File: config.mk
export PLATFORM = sky130hd
export DESIGN_NAME = foc_current_loop_top
export DESIGN_NICKNAME = d
export VERILOG_FILES = /design/src/sv/foccl_pkg.sv /design/src/sv/foccl_mac.sv /design/src/sv/foc_current_loop_top.sv
export SDC_FILE = /design/constraint.sdc
export NUM_CORES = 2
export LEC_CHECK = 0
export BUFFER_PORTS_ARGS = -buffer_cell sky130_fd_sc_hd__buf_2
export CORE_ASPECT_RATIO = 1.25
export CORE_UTILIZATION = 35
export DETAILED_ROUTE_END_ITERATION = 12
export GPL_TIMING_DRIVEN = 1
export SYNTH_ARGS = -nofsm -noshare
export SYNTH_HDL_FRONTEND = slang
export SYNTH_SLANG_ARGS = --single-unit
export TNS_END_PERCENT = 20
File: constraint.sdc
create_clock -name clock -period 14.45 [get_ports clock]
set_input_delay 4.335 -clock clock [delete_from_list [all_inputs] [get_ports clock]]
set_output_delay 4.335 -clock clock [all_outputs]
set_load 0.05 [all_outputs]
File: src/sv/foccl_pkg.sv
// ----------------------------------------------------------------------------
// FOC current loop package
// Constants and shared types for the field-oriented current loop.
// ----------------------------------------------------------------------------
package foccl_pkg;

   localparam int B_WIDTH = 18;

   localparam logic [1:0] CSR_Q_PROP  = 2'd0;
   localparam logic [1:0] CSR_Q_INTEG = 2'd1;
   localparam logic [1:0] CSR_D_PROP  = 2'd2;
   localparam logic [1:0] CSR_D_INTEG = 2'd3;

   localparam logic [15:0] SIN_A          = 16'd25736;
   localparam logic [15:0] SIN_B          = 16'd10512;
   localparam logic [15:0] SIN_C          = 16'd1160;
   localparam logic [15:0] INV_SQRT3_Q15  = 16'd18918;
   localparam logic [15:0] SQRT3_HALF_Q15 = 16'd28378;
   localparam logic [15:0] HALF_Q15       = 16'd16384;
   localparam logic [15:0] QUARTER_TURN   = 16'd16384;

   typedef struct packed {
      logic mul_en;
      logic acc_en;
      logic use_acc;
      logic negate;
   } mac_ctl_type;

endpackage

File: src/sv/foccl_mac.sv
// ----------------------------------------------------------------------------
// FOC current loop multiply-accumulate unit
// One registered signed multiplier followed by an add or subtract stage.
// ----------------------------------------------------------------------------
module foccl_mac #(
   parameter int A_WIDTH   = 36,
   parameter int ACC_WIDTH = 56
) (
   input  logic                        clock,
   input  foccl_pkg::mac_ctl_type      ctl,
   input  logic signed [A_WIDTH-1:0]   op_a,
   input  logic signed [foccl_pkg::B_WIDTH-1:0] op_b,
   input  logic signed [ACC_WIDTH-1:0] base,
   output logic signed [ACC_WIDTH-1:0] sum
);

   localparam int P_WIDTH = A_WIDTH + foccl_pkg::B_WIDTH;

   logic signed [P_WIDTH-1:0]   prod_ff;
   logic signed [ACC_WIDTH-1:0] acc_ff;
   logic signed [ACC_WIDTH-1:0] addend;
   logic signed [ACC_WIDTH-1:0] start;

   always_ff @(posedge clock) begin
      if (ctl.mul_en) begin
         prod_ff <= op_a * op_b;
      end
      if (ctl.acc_en) begin
         acc_ff <= sum;
      end
   end

   always_comb begin
      addend = ACC_WIDTH'(prod_ff);
      start  = ctl.use_acc ? acc_ff : base;
      sum    = ctl.negate ? start - addend : start + addend;
   end

endmodule

File: src/sv/foc_current_loop_top.sv
// ----------------------------------------------------------------------------
// FOC current loop top level
// Clarke, Park, two PI controllers, inverse Park and inverse Clarke per beat,
// computed on one shared multiply-accumulate unit under a step sequencer.
// ----------------------------------------------------------------------------
// The sequencer runs 27 steps on the shared multiplier, each a multiply phase
// followed by an accumulate phase, then loads the output register and raises
// the result handshake; a stalled output holds it in the drain state.
// Input is taken only in idle, so beats never overlap on the single multiplier.
// Reset clears the gains, both integrators and the last timestamp.
module foc_current_loop_top #(
   parameter int SINE_TABLE_DEPTH = 1024,
   parameter int INTEGRATOR_BITS  = 32
) (
   input  logic         clock,
   input  logic         reset,
   input  logic         req_tvalid,
   output logic         req_tready,
   // phase_a_current, phase_b_current, elec_angle, q_reference,
   // q_feedforward, d_reference, timestamp
   input  logic [111:0] req_tdata,
   output logic         rsp_tvalid,
   input  logic         rsp_tready,
   // phase_a_voltage, phase_b_voltage, phase_c_voltage, d_current_est,
   // q_current_est
   output logic [79:0]  rsp_tdata,
   input  logic         csr_wen,
   input  logic [1:0]   csr_index,
   input  logic [15:0]  csr_wdata
);

   localparam int IB    = INTEGRATOR_BITS;
   localparam int A_W   = (IB > 44) ? IB - 8 : 36;
   localparam int B_W   = foccl_pkg::B_WIDTH;
   localparam int ACC_W = A_W + B_W + 2;
   localparam int QSH   = 16 - $clog2(SINE_TABLE_DEPTH);
   localparam logic [15:0] PHASE_MASK = 16'(~((1 << QSH) - 1));
   localparam logic signed [ACC_W-1:0] RND15 = ACC_W'(16384);
   localparam logic signed [ACC_W-1:0] RND12 = ACC_W'(2048);
   localparam logic signed [ACC_W-1:0] S16_MAX = ACC_W'(32767);
   localparam logic signed [ACC_W-1:0] S16_MIN = -ACC_W'(32768);
   localparam logic signed [ACC_W-1:0] I_MAX = (ACC_W'(1) <<< (IB - 1)) - ACC_W'(1);
   localparam logic signed [ACC_W-1:0] I_MIN = -I_MAX - ACC_W'(1);

   typedef enum logic [1:0] {ST_IDLE, ST_RUN, ST_DRAIN} state_type;

   typedef enum logic [4:0] {
      SIN_ZZ, SIN_KC, SIN_KB, SIN_Z,
      COS_ZZ, COS_KC, COS_KB, COS_Z,
      CLARKE, D_ALPHA, D_BETA, Q_BETA, Q_ALPHA,
      Q_EK, Q_ET, D_EK, D_ET, Q_VOLT, D_VOLT,
      IA_D, IA_Q, IB_D, IB_Q, VB_A, VB_B, VC_A, VC_B
   } step_type;

   state_type state_ff;
   step_type  step_ff;
   logic      phase_ff;
   logic      rsp_tvalid_ff;
   logic [79:0] rsp_tdata_ff;

   logic [15:0] q_kp_ff, q_ki_ff, d_kp_ff, d_ki_ff;
   logic signed [IB-1:0] q_integ_ff, d_integ_ff;
   logic [15:0] last_ts_ff;
   logic [15:0] ticks_ff;

   logic signed [15:0] ia_ff, ib_ff, qref_ff, qff_ff, dref_ff;
   logic [15:0] angle_ff;

   logic [15:0] z2_ff, t_ff;
   logic signed [15:0] sn_ff, cs_ff, dest_ff, qest_ff, vb_ff, vc_ff;
   logic signed [17:0] beta_ff;
   logic signed [A_W-1:0] tmp_ff, vq_ff, vd_ff, ialpha_ff, ibeta_ff;

   logic cos_sel;
   logic [15:0] ang, pq;
   logic [14:0] z;
   logic signed [17:0] eq, ed, clarke_in;
   foccl_pkg::mac_ctl_type ctl;
   logic signed [A_W-1:0] op_a;
   logic signed [B_W-1:0] op_b;
   logic signed [ACC_W-1:0] base, sum, sh12, sh13, sh14, sh15;
   logic signed [15:0] sat15, sine_val, va;
   logic signed [IB-1:0] integ_sat;

   assign req_tready = (state_ff == ST_IDLE);
   assign rsp_tvalid = rsp_tvalid_ff;
   assign rsp_tdata  = rsp_tdata_ff;

   always_comb begin
      cos_sel  = (step_ff == COS_ZZ) || (step_ff == COS_KC) ||
                 (step_ff == COS_KB) || (step_ff == COS_Z);
      ang      = cos_sel ? angle_ff + foccl_pkg::QUARTER_TURN : angle_ff;
      pq       = ang & PHASE_MASK;
      z        = pq[14] ? 15'd16384 - {1'b0, pq[13:0]} : {1'b0, pq[13:0]};
      eq       = 18'(qref_ff) + 18'(qff_ff) - 18'(qest_ff);
      ed       = 18'(dref_ff) - 18'(dest_ff);
      clarke_in = 18'(ia_ff) + (18'(ib_ff) <<< 1);
      sh12     = sum >>> 12;
      sh13     = sum >>> 13;
      sh14     = sum >>> 14;
      sh15     = sum >>> 15;
      sat15    = (sh15 > S16_MAX) ? 16'sd32767 :
                 (sh15 < S16_MIN) ? -16'sd32768 : sh15[15:0];
      sine_val = (sh13 > S16_MAX) ? 16'sd32767 : sh13[15:0];
      if (pq[15]) begin
         sine_val = -sine_val;
      end
      integ_sat = (sum > I_MAX) ? I_MAX[IB-1:0] :
                  (sum < I_MIN) ? I_MIN[IB-1:0] : sum[IB-1:0];
      va = (ialpha_ff > A_W'(32767)) ? 16'sd32767 :
           (ialpha_ff < -A_W'(32768)) ? -16'sd32768 : ialpha_ff[15:0];
   end

   always_comb begin
      ctl.mul_en  = (state_ff == ST_RUN) && !phase_ff;
      ctl.acc_en  = (state_ff == ST_RUN) && phase_ff;
      ctl.use_acc = 1'b0;
      ctl.negate  = 1'b0;
      op_a = '0;
      op_b = '0;
      base = '0;
      unique case (step_ff)
         SIN_ZZ, COS_ZZ: begin
            op_a = A_W'($signed({1'b0, z}));
            op_b = B_W'($signed({1'b0, z}));
         end
         SIN_KC, COS_KC: begin
            op_a = A_W'($signed({1'b0, z2_ff}));
            op_b = B_W'($signed({1'b0, foccl_pkg::SIN_C}));
         end
         SIN_KB, COS_KB: begin
            op_a = A_W'($signed({1'b0, z2_ff}));
            op_b = B_W'($signed({1'b0, t_ff}));
         end
         SIN_Z, COS_Z: begin
            op_a = A_W'($signed({1'b0, z}));
            op_b = B_W'($signed({1'b0, t_ff}));
         end
         CLARKE: begin
            op_a = A_W'(clarke_in);
            op_b = B_W'($signed({1'b0, foccl_pkg::INV_SQRT3_Q15}));
            base = RND15;
         end
         D_ALPHA: begin
            op_a = A_W'(ia_ff);
            op_b = B_W'(cs_ff);
            base = RND15;
         end
         D_BETA: begin
            op_a = A_W'(beta_ff);
            op_b = B_W'(sn_ff);
            ctl.use_acc = 1'b1;
         end
         Q_BETA: begin
            op_a = A_W'(beta_ff);
            op_b = B_W'(cs_ff);
            base = RND15;
         end
         Q_ALPHA: begin
            op_a = A_W'(ia_ff);
            op_b = B_W'(sn_ff);
            ctl.use_acc = 1'b1;
            ctl.negate  = 1'b1;
         end
         Q_EK: begin
            op_a = A_W'(eq);
            op_b = B_W'($signed({1'b0, q_ki_ff}));
         end
         Q_ET: begin
            op_a = tmp_ff;
            op_b = B_W'($signed({1'b0, ticks_ff}));
            base = ACC_W'(q_integ_ff);
         end
         D_EK: begin
            op_a = A_W'(ed);
            op_b = B_W'($signed({1'b0, d_ki_ff}));
         end
         D_ET: begin
            op_a = tmp_ff;
            op_b = B_W'($signed({1'b0, ticks_ff}));
            base = ACC_W'(d_integ_ff);
         end
         Q_VOLT: begin
            op_a = A_W'(eq);
            op_b = B_W'($signed({1'b0, q_kp_ff}));
            base = ACC_W'(q_integ_ff) + RND12;
         end
         D_VOLT: begin
            op_a = A_W'(ed);
            op_b = B_W'($signed({1'b0, d_kp_ff}));
            base = ACC_W'(d_integ_ff) + RND12;
         end
         IA_D: begin
            op_a = vd_ff;
            op_b = B_W'(cs_ff);
            base = RND15;
         end
         IA_Q: begin
            op_a = vq_ff;
            op_b = B_W'(sn_ff);
            ctl.use_acc = 1'b1;
            ctl.negate  = 1'b1;
         end
         IB_D: begin
            op_a = vd_ff;
            op_b = B_W'(sn_ff);
            base = RND15;
         end
         IB_Q: begin
            op_a = vq_ff;
            op_b = B_W'(cs_ff);
            ctl.use_acc = 1'b1;
         end
         VB_A, VC_A: begin
            op_a = ialpha_ff;
            op_b = B_W'($signed({1'b0, foccl_pkg::HALF_Q15}));
            base = RND15;
            ctl.negate = 1'b1;
         end
         VB_B: begin
            op_a = ibeta_ff;
            op_b = B_W'($signed({1'b0, foccl_pkg::SQRT3_HALF_Q15}));
            ctl.use_acc = 1'b1;
         end
         VC_B: begin
            op_a = ibeta_ff;
            op_b = B_W'($signed({1'b0, foccl_pkg::SQRT3_HALF_Q15}));
            ctl.use_acc = 1'b1;
            ctl.negate  = 1'b1;
         end
         default: begin
            op_a = '0;
         end
      endcase
   end

   foccl_mac #(
      .A_WIDTH   (A_W),
      .ACC_WIDTH (ACC_W)
   ) u_mac (
      .clock (clock),
      .ctl   (ctl),
      .op_a  (op_a),
      .op_b  (op_b),
      .base  (base),
      .sum   (sum)
   );

   always_ff @(posedge clock) begin
      if (reset) begin
         state_ff      <= ST_IDLE;
         step_ff       <= SIN_ZZ;
         phase_ff      <= 1'b0;
         rsp_tvalid_ff <= 1'b0;
         q_kp_ff       <= '0;
         q_ki_ff       <= '0;
         d_kp_ff       <= '0;
         d_ki_ff       <= '0;
         q_integ_ff    <= '0;
         d_integ_ff    <= '0;
         last_ts_ff    <= '0;
      end else begin
         if (csr_wen) begin
            unique case (csr_index)
               foccl_pkg::CSR_Q_PROP:  q_kp_ff <= csr_wdata;
               foccl_pkg::CSR_Q_INTEG: q_ki_ff <= csr_wdata;
               foccl_pkg::CSR_D_PROP:  d_kp_ff <= csr_wdata;
               foccl_pkg::CSR_D_INTEG: d_ki_ff <= csr_wdata;
               default: q_kp_ff <= q_kp_ff;
            endcase
         end
         if (state_ff == ST_DRAIN && (!rsp_tvalid_ff || rsp_tready)) begin
            rsp_tvalid_ff <= 1'b1;
         end else if (rsp_tvalid_ff && rsp_tready) begin
            rsp_tvalid_ff <= 1'b0;
         end
         unique case (state_ff)
            ST_IDLE: begin
               if (req_tvalid) begin
                  ia_ff      <= req_tdata[15:0];
                  ib_ff      <= req_tdata[31:16];
                  angle_ff   <= req_tdata[47:32];
                  qref_ff    <= req_tdata[63:48];
                  qff_ff     <= req_tdata[79:64];
                  dref_ff    <= req_tdata[95:80];
                  ticks_ff   <= req_tdata[111:96] - last_ts_ff;
                  last_ts_ff <= req_tdata[111:96];
                  step_ff    <= SIN_ZZ;
                  phase_ff   <= 1'b0;
                  state_ff   <= ST_RUN;
               end
            end
            ST_RUN: begin
               phase_ff <= !phase_ff;
               if (phase_ff) begin
                  unique case (step_ff)
                     SIN_ZZ, COS_ZZ: z2_ff <= sh14[15:0];
                     SIN_KC, COS_KC: t_ff <= foccl_pkg::SIN_B - sh14[15:0];
                     SIN_KB, COS_KB: t_ff <= foccl_pkg::SIN_A - sh14[15:0];
                     SIN_Z:   sn_ff <= sine_val;
                     COS_Z:   cs_ff <= sine_val;
                     CLARKE:  beta_ff <= sh15[17:0];
                     D_BETA:  dest_ff <= sat15;
                     Q_ALPHA: qest_ff <= sat15;
                     Q_EK, D_EK: tmp_ff <= sum[A_W-1:0];
                     Q_ET:    q_integ_ff <= integ_sat;
                     D_ET:    d_integ_ff <= integ_sat;
                     Q_VOLT:  vq_ff <= sh12[A_W-1:0];
                     D_VOLT:  vd_ff <= sh12[A_W-1:0];
                     IA_Q:    ialpha_ff <= sh15[A_W-1:0];
                     IB_Q:    ibeta_ff <= sh15[A_W-1:0];
                     VB_B:    vb_ff <= sat15;
                     VC_B:    vc_ff <= sat15;
                     default: tmp_ff <= tmp_ff;
                  endcase
                  if (step_ff == VC_B) begin
                     state_ff <= ST_DRAIN;
                  end else begin
                     step_ff <= step_type'(step_ff + 5'd1);
                  end
               end
            end
            ST_DRAIN: begin
               if (!rsp_tvalid_ff || rsp_tready) begin
                  rsp_tdata_ff  <= {qest_ff, dest_ff, vc_ff, vb_ff, va};
                  state_ff      <= ST_IDLE;
               end
            end
            default: state_ff <= ST_IDLE;
         endcase
      end
   end

   a_start: assert property (@(posedge clock) disable iff (reset)
      !reset && req_tvalid && req_tready |=>
         state_ff == ST_RUN && step_ff == SIN_ZZ && !phase_ff)
      else $error("sequencer did not start after an input beat");

   a_phase: assert property (@(posedge clock) disable iff (reset)
      !reset && state_ff == ST_RUN && !phase_ff |=> state_ff == ST_RUN && phase_ff)
      else $error("multiply phase not followed by accumulate phase");

   a_unload: assert property (@(posedge clock) disable iff (reset)
      !reset && state_ff == ST_DRAIN && (!rsp_tvalid_ff || rsp_tready) |=>
         rsp_tvalid_ff && state_ff == ST_IDLE)
      else $error("result was not presented when the output was free");

endmodule
==> reports/qor.csv <==
metric,value,unit
fin_skew,46.5,ps
critPathMostFrequentCell,nand2_1,
ys_types,101,
slew_headroom,19.2,%
design_area,0.0672,mm²
synthArstFlopShare,0,%
grt_max_degree,81,
crit_fanout,20,
power_density,95.4,mW/mm²
grt-ovfl-total,0,
utilization,39.2,%
ant_nets,0,
required,14830,ps
rsz0062_at_grt,false,
crit_family,simple AND/OR/NAND/NOR gates,
place.gp.congestion,0.936,
grt_pass1_wl,302,mm
postSynthAreaPerCell,9.99,µm²
cp_data_arrival_time,12270,ps
ir_worst_vdd,0.000106,V
vias,46900,
path_class,reg -> reg,
cts_hold_buffers,0,
mostFrequentLayoutCells,"883 x inv_1, 791 x nand2_1, 638 x fa_1, 622 x edfxtp_1, 436 x nor2_1",
setup_violations,0,
pin_count,217,
synth_xor_xnor_area_share,3.36,%
hold_ws,412,ps
hpwl,151,mm
yosys_most_used_dff,edfxtp_1,
clk_latency,710,ps
yosysWarnings,0,
place_area,0.0644,mm²
cts_root_buf,clkbuf_16,
fin_ws,2560,ps
cp_slowest_cell,a2111oi_0,
synth_mux_area_share,0.271,%
area_delta_synth_final,11.2,%
multi_input_area,0.0345,mm²
synth-seq-cells,775,
max_freq,84.1,MHz
cts.path.max_buffers,3,
avgRoutedWirePerCell,23.8,µm
dp_cells,8336,
setup-tns-final,0,ps
yosys.area.top_type,edfxtp_1,
cts_made_buffers,79,
cp-start-kind,flip-flop,
routed_via_density,5.52,
die_area,0.174,mm²
syn_area,0.0604,mm²
endpoint_kind,flip-flop,
cts_tree,yes,
layout_commonest_cell,inv_1,
htreeDepth,3,
p_total,6.41,mW
finalHoldViolCount,0,
power_leakage,28.3,nW
dp_slack,2840,ps
dieHeight,466,µm
routed_wl,202,mm
fin_cells,8484,
drive_gt1_share,8.98,%
fin_nets,7220,
cts.sinks,775,
io_buffers,210,
synthSimpleGateAreaFrac,13.7,%
drc,0,
cts_setup_buffers,0,
antenna_found_initial,7,
synthAdderAreaFrac,26.7,%
drv_cap,0,
grt_use_total,23.0,%
start_util,35.2,%
cts_resized,0,
register_area,0.0217,mm²
synth_top_family_by_area,adder cells,
postSynthCellCount,6044,
core,0.171,mm²
synth_area_leaders,"edfxtp_1 31%, fa_1 21%, ha_1 5.5%",
status,"finished, final reports clean",
drt-initial-drc-count,5084,
slowest_delay,1010,ps
worst-path-buf-inv,2,
dr.pass1.iters,8,
period_share,82.3,%
synth_edf_count,622,
min_path_type,reg -> reg,
std_cell_rows,170,
post-route-min-period,11890,ps
clk_pin_slew,60,ps
synth_top_area_share,30.9,%
synth.yosys.seq_area_share,36.0,%
nFillCells,16700,
rrSetupSlack,2560,ps
grt_pass1_vias,47200,
synth_compound_area_share,12.7,%
chipWidth,374,µm
final_max_slew_viol_count,0,
synth_nets,7083,
tightest_slew,1200,ps
## sequential cells by signal (all words and copies together), names as in the netlist, 18 cells and up
register       flops
ialpha_ff         36
beta_ff           18
q_integ_ff        32
ibeta_ff          36
u_mac.prod_ff     54
d_integ_ff        32
rsp_tdata         80
u_mac.acc_ff      56
vd_ff             36
tmp_ff            36
vq_ff             36
## synthesized netlist by cell type (50+ instances only)
cell / number
nand3_1: 85
nand2_1: 792
ha_1: 266
a21oi_1: 291
nor2_1: 451
o21a_1: 50
edfxtp_1: 622
clkbuf_1: 254
nor3_1: 62
dfxtp_1: 153
fa_1: 638
a21o_1: 64
and2_1: 96
o211ai_1: 76
a22oi_1: 79
o21ai_0: 188
inv_1: 885
xor2_1: 87
xnor2_1: 138
## worst register-to-register path, delay by kind of cell, from the launching register on
family	cells	cell delay, ps
xor+xnor	1	600
simple gates	17	5310
buf+inv	2	370
compound gates	12	3680
fa+ha+maj	3	740
flops	1	870
## per-layer routing
metal  routed length [µm]  global-route usage, %  share of wire [%]  vias to the layer above
li1                     -                      -                  -                    20700
met1                77400                   28.3                 38                    23500
met2                96900                   38.7                 48                     2220
met3                14500                   3.14                7.2                      469
met4                13200                   13.4                6.5                        0
met5                    0                      0                  0                        -
## path summary, 6_finish.rpt
kind / startpoint / to / cells after the start
max: step_ff[4] / cs_ff[14] / 35
min: vc_ff[4] / rsp_tdata[36] / 0
max reg2reg: step_ff[4] / cs_ff[14] / 35
min reg2reg: vc_ff[4] / rsp_tdata[36] / 0
## final cells by class
class,count,area share [%]
diodes,4,0.0149
clock buffers,100,3.18
clock inverters,44,0.972
inverters,890,4.97
multi-input cells,4096,51.3
flip-flops and latches,775,32.4
well taps,2236,4.16
repair buffers,339,3.01
## power breakdown
part | switching (mW) | internal [mW]
combinational | 1.10 | 0.499
sequential | 0.0435 | 2.54
clock | 0.957 | 1.27
## cell families (layout without fill, tap and decap cells)
kind of cell / after synthesis / in the layout
AOI/OAI and AO/OA: 1131 / 1131
xor gates and xnor gates: 228 / 228
adders and majority gates: 904 / 904
buffers and inverters: 1173 / 1373
DFF: 775 / 775
muxes: 16 / 16
other: 0 / 4
and+or+nand+nor: 1817 / 1817
(Power assumes the default switching activity.)
